===== src/rtl/core/mle_pkg.sv =====
// Shared types, constants and helper functions of the multilinear extension evaluator.
`timescale 1ns / 1ps
package mle_pkg;

  localparam int unsigned MAX_VARS  = 12;
  localparam int unsigned MAX_GATES = 1 << MAX_VARS;
  localparam int unsigned VAL_W     = 32;
  localparam int unsigned CNT_W     = MAX_VARS + 1;
  localparam int unsigned IDX_W     = 4;
  localparam int unsigned VAR_W     = $clog2(MAX_VARS + 1);
  localparam int unsigned BIT_W     = $clog2(VAL_W);

  localparam logic [VAL_W-1:0] PRIME_RESET = 32'd2147483647;
  localparam logic [CNT_W-1:0] GATES_RESET = CNT_W'(MAX_GATES);

  typedef enum logic {
    KIND_COORD = 1'b0,
    KIND_GATE  = 1'b1
  } kind_e;

  typedef enum logic {
    REG_PRIME      = 1'b0,
    REG_GATE_COUNT = 1'b1
  } reg_e;

  typedef enum logic [2:0] {
    ST_IDLE,
    ST_RED_COORD,
    ST_RED_VAL,
    ST_RED_Z,
    ST_MUL_CHI,
    ST_MUL_TERM,
    ST_RED_SUM,
    ST_FINISH
  } back_state_e;

  typedef struct packed {
    kind_e             kind;
    logic [IDX_W-1:0]  coord_index;
    logic [VAL_W-1:0]  value;
  } item_t;

  typedef struct packed {
    logic              start;
    logic [VAL_W-1:0]  a;
    logic [VAL_W-1:0]  b;
    logic [VAL_W-1:0]  p;
  } mul_req_t;

  typedef struct packed {
    logic              busy;
    logic              done;
    logic [VAL_W-1:0]  res;
  } mul_rsp_t;

  function automatic logic [VAL_W-1:0] eff_prime(input logic [VAL_W-1:0] p);
    return (p < VAL_W'(2)) ? VAL_W'(2) : p;
  endfunction

  function automatic logic [CNT_W-1:0] eff_count(input logic [CNT_W-1:0] n);
    logic [CNT_W-1:0] r;
    r = n;
    if (n == '0) r = CNT_W'(1);
    if (n > CNT_W'(MAX_GATES)) r = CNT_W'(MAX_GATES);
    return r;
  endfunction

  // Number of index bits needed to address n gates.
  function automatic logic [VAR_W-1:0] var_count(input logic [CNT_W-1:0] n);
    logic [CNT_W-1:0] m;
    logic [VAR_W-1:0] s;
    m = n - CNT_W'(1);
    s = '0;
    for (int i = 0; i < CNT_W; i++) begin
      if (m[i]) s = VAR_W'(i + 1);
    end
    return s;
  endfunction

endpackage


===== src/rtl/core/multilinear_extension_eval.sv =====
// Top level of the multilinear extension evaluator over a prime field.
// Input words carry kind, coord_index and value under in_valid_i/in_stall_o.
// A coordinate word (kind 0) stores value mod prime at coord_index; indices of
// twelve and above are dropped at the front end. A gate word (kind 1) adds
// value times the Lagrange basis term of the next gate to the running sum.
// After the last gate of the layer one word with the sum leaves on
// out_valid_o/out_evaluation_o, and the sum and gate counter clear.
// All arithmetic runs on one bit-serial modular multiplier, one product at a
// time. A coordinate word needs one product; a gate word needs 2 * s + 3
// products, s being the number of gate index bits. A two-word queue
// decouples acceptance from execution, so words keep being taken while the
// back end works until the queue fills.
// Registers prime (index 0) and gate_count (index 1) are written through the
// cfg channel, which is always ready; the user must write them only while the block is idle, which it does not enforce.
// Reset sets prime to 2^31 - 1, gate_count to 4096 and clears sum and counter;
// coordinates are undefined until written.
// While out_stall_i is high a pending result word holds and a finishing layer waits for it.
`timescale 1ns / 1ps
module multilinear_extension_eval import mle_pkg::*; (
  input  logic             clk_i,
  input  logic             rst_ni,
  input  logic             in_valid_i,
  output logic             in_stall_o,
  input  logic             in_kind_i,
  input  logic [IDX_W-1:0] in_coord_index_i,
  input  logic [VAL_W-1:0] in_value_i,
  output logic             out_valid_o,
  input  logic             out_stall_i,
  output logic [VAL_W-1:0] out_evaluation_o,
  input  logic             cfg_valid_i,
  output logic             cfg_ready_o,
  input  logic             cfg_index_i,
  input  logic [VAL_W-1:0] cfg_data_i
);

  logic [VAL_W-1:0] prime_q;
  logic [CNT_W-1:0] gate_count_q;
  item_t            in_item, q_item;
  logic             q_valid, q_pop;
  mul_req_t         mul_req;
  mul_rsp_t         mul_rsp;

  assign cfg_ready_o         = 1'b1;
  assign in_item.kind        = kind_e'(in_kind_i);
  assign in_item.coord_index = in_coord_index_i;
  assign in_item.value       = in_value_i;

  always_ff @(posedge clk_i or negedge rst_ni) begin
    if (!rst_ni) begin
      prime_q      <= PRIME_RESET;
      gate_count_q <= GATES_RESET;
    end else if (cfg_valid_i && cfg_ready_o) begin
      unique case (reg_e'(cfg_index_i))
        REG_PRIME:      prime_q      <= cfg_data_i;
        REG_GATE_COUNT: gate_count_q <= cfg_data_i[CNT_W-1:0];
        default:        prime_q      <= prime_q;
      endcase
    end
  end

  mle_front u_front (
    .clk_i      (clk_i),
    .rst_ni     (rst_ni),
    .in_valid_i (in_valid_i),
    .in_stall_o (in_stall_o),
    .in_item_i  (in_item),
    .q_valid_o  (q_valid),
    .q_pop_i    (q_pop),
    .q_item_o   (q_item)
  );

  mle_mulmod u_mul (
    .clk_i  (clk_i),
    .rst_ni (rst_ni),
    .req_i  (mul_req),
    .rsp_o  (mul_rsp)
  );

  mle_back u_back (
    .clk_i            (clk_i),
    .rst_ni           (rst_ni),
    .prime_i          (prime_q),
    .gate_count_i     (gate_count_q),
    .q_valid_i        (q_valid),
    .q_pop_o          (q_pop),
    .q_item_i         (q_item),
    .mul_req_o        (mul_req),
    .mul_rsp_i        (mul_rsp),
    .out_valid_o      (out_valid_o),
    .out_stall_i      (out_stall_i),
    .out_evaluation_o (out_evaluation_o)
  );

  a_no_start_busy: assert property (@(posedge clk_i) disable iff (!rst_ni)
    !(mul_req.start && mul_rsp.busy))
    else $error("Multiplier started while busy.");

  a_done_after_busy: assert property (@(posedge clk_i) disable iff (!rst_ni)
    mul_rsp.done |-> $past(mul_rsp.busy))
    else $error("Multiplier done without a running product.");

  a_pop_nonempty: assert property (@(posedge clk_i) disable iff (!rst_ni)
    q_pop |-> q_valid)
    else $error("Queue popped while empty.");

endmodule


===== src/rtl/core/mle_front.sv =====
// Front end: accepts input words, drops out-of-range coordinate writes, queues the rest.
`timescale 1ns / 1ps
module mle_front import mle_pkg::*; (
  input  logic  clk_i,
  input  logic  rst_ni,
  input  logic  in_valid_i,
  output logic  in_stall_o,
  input  item_t in_item_i,
  output logic  q_valid_o,
  input  logic  q_pop_i,
  output item_t q_item_o
);

  item_t      mem_q [2];
  logic       wr_ptr_q, wr_ptr_d;
  logic       rd_ptr_q, rd_ptr_d;
  logic [1:0] cnt_q, cnt_d;
  logic       accept, push, pop;

  assign in_stall_o = (cnt_q == 2'd2);
  assign accept     = in_valid_i && !in_stall_o;
  assign push       = accept && ((in_item_i.kind == KIND_GATE) ||
                                 (in_item_i.coord_index < IDX_W'(MAX_VARS)));
  assign pop        = q_pop_i && (cnt_q != 2'd0);
  assign q_valid_o  = (cnt_q != 2'd0);
  assign q_item_o   = mem_q[rd_ptr_q];

  always_comb begin
    wr_ptr_d = push ? ~wr_ptr_q : wr_ptr_q;
    rd_ptr_d = pop ? ~rd_ptr_q : rd_ptr_q;
    cnt_d    = cnt_q + 2'(push) - 2'(pop);
  end

  always_ff @(posedge clk_i or negedge rst_ni) begin
    if (!rst_ni) begin
      wr_ptr_q <= 1'b0;
      rd_ptr_q <= 1'b0;
      cnt_q    <= 2'd0;
    end else begin
      wr_ptr_q <= wr_ptr_d;
      rd_ptr_q <= rd_ptr_d;
      cnt_q    <= cnt_d;
    end
  end

  always_ff @(posedge clk_i) begin
    if (push) begin
      mem_q[wr_ptr_q] <= in_item_i;
    end
  end

endmodule


===== src/rtl/core/mle_mulmod.sv =====
// Bit-serial modular multiplier: a times b modulo p, one bit of b per cycle.
`timescale 1ns / 1ps
module mle_mulmod import mle_pkg::*; (
  input  logic     clk_i,
  input  logic     rst_ni,
  input  mul_req_t req_i,
  output mul_rsp_t rsp_o
);

  logic             busy_q, busy_d;
  logic             done_q, done_d;
  logic [BIT_W-1:0] cnt_q, cnt_d;
  logic [VAL_W-1:0] a_q, b_q, p_q, r_q, r_d;
  logic [VAL_W:0]   dbl, add;

  always_comb begin
    dbl = {r_q, 1'b0};
    if (dbl >= {1'b0, p_q}) dbl = dbl - {1'b0, p_q};
    add = dbl + (b_q[cnt_q] ? {1'b0, a_q} : '0);
    if (add >= {1'b0, p_q}) add = add - {1'b0, p_q};
    busy_d = busy_q;
    done_d = 1'b0;
    cnt_d  = cnt_q;
    r_d    = r_q;
    if (req_i.start) begin
      busy_d = 1'b1;
      cnt_d  = BIT_W'(VAL_W - 1);
      r_d    = '0;
    end else if (busy_q) begin
      r_d   = add[VAL_W-1:0];
      cnt_d = cnt_q - BIT_W'(1);
      if (cnt_q == '0) begin
        busy_d = 1'b0;
        done_d = 1'b1;
      end
    end
  end

  always_ff @(posedge clk_i or negedge rst_ni) begin
    if (!rst_ni) begin
      busy_q <= 1'b0;
      done_q <= 1'b0;
      cnt_q  <= '0;
    end else begin
      busy_q <= busy_d;
      done_q <= done_d;
      cnt_q  <= cnt_d;
    end
  end

  always_ff @(posedge clk_i) begin
    r_q <= r_d;
    if (req_i.start) begin
      a_q <= req_i.a;
      b_q <= req_i.b;
      p_q <= req_i.p;
    end
  end

  assign rsp_o.busy = busy_q;
  assign rsp_o.done = done_q;
  assign rsp_o.res  = r_q;

endmodule


===== src/rtl/core/mle_back.sv =====
// Back end: sequences coordinate stores and gate terms over the shared multiplier.
`timescale 1ns / 1ps
module mle_back import mle_pkg::*; (
  input  logic             clk_i,
  input  logic             rst_ni,
  input  logic [VAL_W-1:0] prime_i,
  input  logic [CNT_W-1:0] gate_count_i,
  input  logic             q_valid_i,
  output logic             q_pop_o,
  input  item_t            q_item_i,
  output mul_req_t         mul_req_o,
  input  mul_rsp_t         mul_rsp_i,
  output logic             out_valid_o,
  input  logic             out_stall_i,
  output logic [VAL_W-1:0] out_evaluation_o
);

  back_state_e      state_q, state_d;
  item_t            item_q, item_d;
  logic [VAR_W-1:0] j_q, j_d;
  logic [VAL_W-1:0] chi_q, chi_d, vr_q, vr_d, term_q, term_d, sum_q, sum_d;
  logic [CNT_W-1:0] gcnt_q, gcnt_d;
  logic             oval_q, oval_d;
  logic [VAL_W-1:0] eval_q, eval_d;
  logic [VAL_W-1:0] coord_q [MAX_VARS];
  logic             coord_we;
  logic [VAL_W-1:0] p, z, f;
  logic [CNT_W-1:0] n;
  logic [VAR_W-1:0] s;
  logic [VAL_W:0]   acc;
  logic             out_free;

  assign p        = eff_prime(prime_i);
  assign n        = eff_count(gate_count_i);
  assign s        = var_count(n);
  assign out_free = !oval_q || !out_stall_i;
  assign z        = mul_rsp_i.res;

  always_comb begin
    if (gcnt_q[j_q]) f = z;
    else if (z == '0) f = VAL_W'(1);
    else if (z == VAL_W'(1)) f = '0;
    else f = p - z + VAL_W'(1);
    acc = {1'b0, mul_rsp_i.res} + {1'b0, term_q};
    if (acc >= {1'b0, p}) acc = acc - {1'b0, p};
  end

  always_comb begin
    state_d   = state_q;
    item_d    = item_q;
    j_d       = j_q;
    chi_d     = chi_q;
    vr_d      = vr_q;
    term_d    = term_q;
    sum_d     = sum_q;
    gcnt_d    = gcnt_q;
    oval_d    = oval_q && out_stall_i;
    eval_d    = eval_q;
    q_pop_o   = 1'b0;
    coord_we  = 1'b0;
    mul_req_o = '{start: 1'b0, a: VAL_W'(1), b: '0, p: p};
    unique case (state_q)
      ST_IDLE: begin
        if (q_valid_i) begin
          q_pop_o         = 1'b1;
          item_d          = q_item_i;
          mul_req_o.start = 1'b1;
          mul_req_o.b     = q_item_i.value;
          state_d = (q_item_i.kind == KIND_COORD) ? ST_RED_COORD : ST_RED_VAL;
        end
      end
      ST_RED_COORD: begin
        if (mul_rsp_i.done) begin
          coord_we = 1'b1;
          state_d  = ST_IDLE;
        end
      end
      ST_RED_VAL: begin
        if (mul_rsp_i.done) begin
          vr_d            = mul_rsp_i.res;
          chi_d           = VAL_W'(1);
          j_d             = '0;
          mul_req_o.start = 1'b1;
          if (s != '0) begin
            mul_req_o.b = coord_q[0];
            state_d     = ST_RED_Z;
          end else begin
            mul_req_o.a = mul_rsp_i.res;
            mul_req_o.b = VAL_W'(1);
            state_d     = ST_MUL_TERM;
          end
        end
      end
      ST_RED_Z: begin
        if (mul_rsp_i.done) begin
          mul_req_o.start = 1'b1;
          mul_req_o.a     = chi_q;
          mul_req_o.b     = f;
          state_d         = ST_MUL_CHI;
        end
      end
      ST_MUL_CHI: begin
        if (mul_rsp_i.done) begin
          chi_d           = mul_rsp_i.res;
          j_d             = j_q + VAR_W'(1);
          mul_req_o.start = 1'b1;
          if (j_q + VAR_W'(1) < s) begin
            mul_req_o.b = coord_q[j_q + VAR_W'(1)];
            state_d     = ST_RED_Z;
          end else begin
            mul_req_o.a = vr_q;
            mul_req_o.b = mul_rsp_i.res;
            state_d     = ST_MUL_TERM;
          end
        end
      end
      ST_MUL_TERM: begin
        if (mul_rsp_i.done) begin
          term_d          = mul_rsp_i.res;
          mul_req_o.start = 1'b1;
          mul_req_o.b     = sum_q;
          state_d         = ST_RED_SUM;
        end
      end
      ST_RED_SUM: begin
        if (mul_rsp_i.done) begin
          sum_d   = acc[VAL_W-1:0];
          state_d = ST_FINISH;
        end
      end
      ST_FINISH: begin
        if ({1'b0, gcnt_q} + (CNT_W + 1)'(1) >= {1'b0, n}) begin
          if (out_free) begin
            oval_d  = 1'b1;
            eval_d  = sum_q;
            sum_d   = '0;
            gcnt_d  = '0;
            state_d = ST_IDLE;
          end
        end else begin
          gcnt_d  = gcnt_q + CNT_W'(1);
          state_d = ST_IDLE;
        end
      end
      default: state_d = ST_IDLE;
    endcase
  end

  always_ff @(posedge clk_i or negedge rst_ni) begin
    if (!rst_ni) begin
      state_q <= ST_IDLE;
      sum_q   <= '0;
      gcnt_q  <= '0;
      oval_q  <= 1'b0;
    end else begin
      state_q <= state_d;
      sum_q   <= sum_d;
      gcnt_q  <= gcnt_d;
      oval_q  <= oval_d;
    end
  end

  always_ff @(posedge clk_i) begin
    item_q <= item_d;
    j_q    <= j_d;
    chi_q  <= chi_d;
    vr_q   <= vr_d;
    term_q <= term_d;
    eval_q <= eval_d;
    if (coord_we) begin
      coord_q[item_q.coord_index] <= mul_rsp_i.res;
    end
  end

  assign out_valid_o      = oval_q;
  assign out_evaluation_o = eval_q;

endmodule

===== config.mk =====
export PLATFORM = sky130hd
export DESIGN_NAME = multilinear_extension_eval
export DESIGN_NICKNAME = d
export VERILOG_FILES = /design/src/rtl/core/mle_pkg.sv /design/src/rtl/core/multilinear_extension_eval.sv /design/src/rtl/core/mle_front.sv /design/src/rtl/core/mle_mulmod.sv /design/src/rtl/core/mle_back.sv
export SDC_FILE = /design/constraint.sdc
export NUM_CORES = 2
export LEC_CHECK = 0
export BUFFER_PORTS_ARGS = -buffer_cell sky130_fd_sc_hd__buf_4
export CAP_MARGIN = 20
export CORE_UTILIZATION = 40
export DETAILED_ROUTE_END_ITERATION = 8
export PLACE_DENSITY = 0.53
export SLEW_MARGIN = 10
export SYNTH_ARGS = -nofsm -noshare
export SYNTH_HDL_FRONTEND = slang
export SYNTH_SLANG_ARGS = --single-unit

===== constraint.sdc =====
create_clock -name clk_i -period 10.5 [get_ports clk_i]
set_input_delay 1.05 -clock clk_i [delete_from_list [all_inputs] [get_ports clk_i]]
set_output_delay 1.05 -clock clk_i [all_outputs]
set_load 0.02 [all_outputs]

==> summary.txt <==
Synth
  – Top-area cell type share of the netlist area: around 47%
  – Compound-Gate Fraction of Synth Area: between 10 and 15%
  – Syn Nets: roughly 4k
  – Ys async rst share: about 13%
  – Post-synth top flop: edfxtp_1
  – Synth Register Bits: between 800 and 900
  – Synth cell count leaders: edfxtp_1, o21ai_0, nand2_1
  – Most frequent cell after synthesis: edfxtp_1
  – Portion of netlist area occupied by mux cells: 8.79%
  – Mapped Area: 43800 um^2
  – Area leader, netlist: edfxtp_1
  – Adder-Cell Fraction of Synth Area: 7.27%
  – Post-synth EDFFs: 690
  – Cells after Synth: approximately 3.6k
  – Xor-xnor portion of the synthesized cell area: roughly 3.8%
  – Ranking of synthesized cells by area: edfxtp_1, ha_1, mux4_2
  – Largest family of logic cells by synthesized area: compound AO/OA/AOI/OAI gates
  – Yosys warning count: 0
  – Seq/Total Area, Yosys: 54.9%
  – Post-synthesis simple-gate area fraction: 8.51%
  – Yosys cell types: 86
  – Syn_area_per_cell: 12.2 um^2

CTS
  – Worst skew pair latency: 0.69 ns
  – CTS Hold Bufs: 0
  – TritonCTS Sinks: 827
  – H-tree level count: 3
  – Clock transition at the registers of the reported paths: 0.06 ns
  – Clock buffer depth: 3
  – Post-CTS Resized: 0
  – Clock Tree Root: clkbuf_16
  – CTS Buf Count: 89
  – CTS tree: built
  – Postcts setup bufs: 0

Global routing
  – Vias in the first global route: between 20k and 30k
  – Grt ovf: 0
  – Initial antenna violation count: 6
  – First-pass GRT wire length: 210000 um
  – Largest net degree at the start of global routing: a little over 70
  – GR Util All Layers: roughly a quarter

STA
  – Fmax: 106 MHz
  – Relative slew margins: 29.5%
  – Final Max Tran Viols: 0
  – Clock period minus worst slack: 9.42 ns
  – Setup TNS: 0 ns
  – Post-route clock period utilization: 89.7%
  – Worst slew pin tran: 1.05 ns
  – Setup-failing EPs final: 0
  – RSZ-0062 raised after global routing: false
  – Skew final: 0.0245 ns
  – Final Hold Fails: 0

Route
  – Via density: 5.99
  – Routed wire length: approximately 140000 um
  – Vias: 31.0k
  – DRC Markers: 0
  – Initial DRT Pass Iterations: 6
  – Remaining antenna violation count: 0
  – Routed wire length per instance: 28.0 um
  – Initial drt markers: 3928

Final layout
  – Share of cells above drive strength 1: 14.8%
  – Post-layout nets: 4014
  – Layout area overhead: 13.2%

Worst setup path
  – Crit Path Class: flip-flop to flip-flop
  – Worst setup SP type: flip-flop
  – Slowest stage delay, CP: 0.71 ns
  – Required time worst endpoint: 11.01 ns
  – Critical Path AT: 9.92 ns
  – CP Buf/Inv Count: 4
  – Crit path top cell by count: a21oi_1
  – Cell family with most CP delay: compound AO/OA/AOI/OAI gates
  – CP endpoint kind: flip-flop
  – Slowest stage cell on the critical path: nand3_2
  – Crit-path max FO: 22

Run status
  – Outcome: finished, final reports clean

Place
  – Port Buffers: approximately 110
  – Hpwl dp: between 100000 and 150000 um
  – GP Congestion: 0.950

Die
  – Starting Density: 40.3%
  – Die height: 333 um
  – # rows: about 120
  – DIE WIDTH: between 300 and 400 um
  – Die area: 111000 um^2
  – IO Count: 110
  – Core Region: 109000 um^2

Flow run
  – # Max-Cap Violations: 0

Hold path
  – Min-delay worst type: flip-flop to flip-flop
final timing paths:
path / start / end / slack (ns) / cells past startpoint
min: u_back.sum_q[16] / u_back.out_evaluation_o[16] / 0.47 / 0
max reg2reg: u_mul.r_q[0] / u_mul.r_q[7] / 1.08 / 33
min reg2reg: u_back.sum_q[16] / u_back.out_evaluation_o[16] / 0.47 / 0
max in group asynchronous: rst_ni / u_mul.busy_q / 8.70 / 2
max: u_mul.r_q[0] / u_mul.r_q[7] / 1.08 / 33
min in group asynchronous: rst_ni / gate_count_q[4] / 0.49 / 1
worst register-to-register path, delay by kind of cell, from the launching register on:
family	cells	cell delay, ns
DFF	1	0.30
adders and majority gates	3	1.20
buffers and inverters	4	1.10
muxes	1	0.27
xor gates and xnor gates	1	0.08
AOI/OAI and AO/OA	14	4.01
and+or+nand+nor	10	2.27
cell usage in the layout (no fill, tap or decap), types with 34 or more instances in the layout:
master and count:
edfxtp_1 690, o21ai_0 266, nand2_1 253, ha_1 244, a21oi_1 238, inv_1 196, buf_4 186, nor2_1 185
xnor2_1 124, mux4_2 109, mux2i_1 100, clkbuf_16 92, a21o_1 82, dfrtp_1 71, xor2_1 62, nor2b_1 55
nand3_1 49, a222oi_1 44, nor3_1 40, nand2b_1 34, mux2_2 34
layout make-up:
class                           instances  area (um^2)
Antenna cell                            1         2.50
Clock buffer                          118         2480
Clock inverter                         49          556
Fill cell                            9881        59100
Inverter                              197          742
Multi-Input combinational cell       2386        18600
Sequential cell                       827        24000
Tap cell                             1414         1770
Timing Repair Buffer                  187         1420
flip-flops by register name (all words and copies together) (netlist names), 5 cells and up:
name and cells:
u_back.vr_q 32, u_back.out_evaluation_o 32, u_back.term_q 32, u_mul.b_q 32
u_mul.cnt_q 5, u_mul.a_q 32, u_mul.r_q 32, u_mul.p_q 32
u_front.mem_q 74, u_back.sum_q 32, u_back.gcnt_q 13, u_back.chi_q 32
gate_count_q 13, u_back.coord_q 384, prime_q 32
kinds of logic (layout without fill, tap and decap cells):
family,count (synthesis),count (layout)
flip-flops,827,827
AND/OR/NAND/NOR,784,784
multiplexers,244,244
AO/OA/AOI/OAI,918,918
adder cells (fa/ha/maj),251,251
buffers and inverters,367,551
other,1,2
XOR/XNOR,188,188
routing by layer:
layer	wire (um)	track usage, %	vias up
li1	-	-	13800
met1	66900	39.7	15600
met2	61200	37.2	1349
met3	12400	4.05	200
met4	4470	8.31	0
met5	0	0	-
stage by stage:
stage / setup WS, ns / util [%] / hold WS [ns] / area, um^2 / std cells
floorplan: 3.51 / - / 0.445 / 43800 / 3580
global placement: 1.41 / 42.8 / 0.467 / 46500 / 5010
detailed placement: 1.33 / 42.8 / 0.466 / 46500 / 5011
CTS: 1.31 / 45.6 / 0.472 / 49600 / 5178
global route: 0.532 / 45.6 / 0.500 / 49600 / 5178
finish: 1.08 / 45.6 / 0.472 / 49600 / 5179
Power is not shown: default switching activity piles up to over one toggle a cycle in this logic, so the estimate is an artifact.
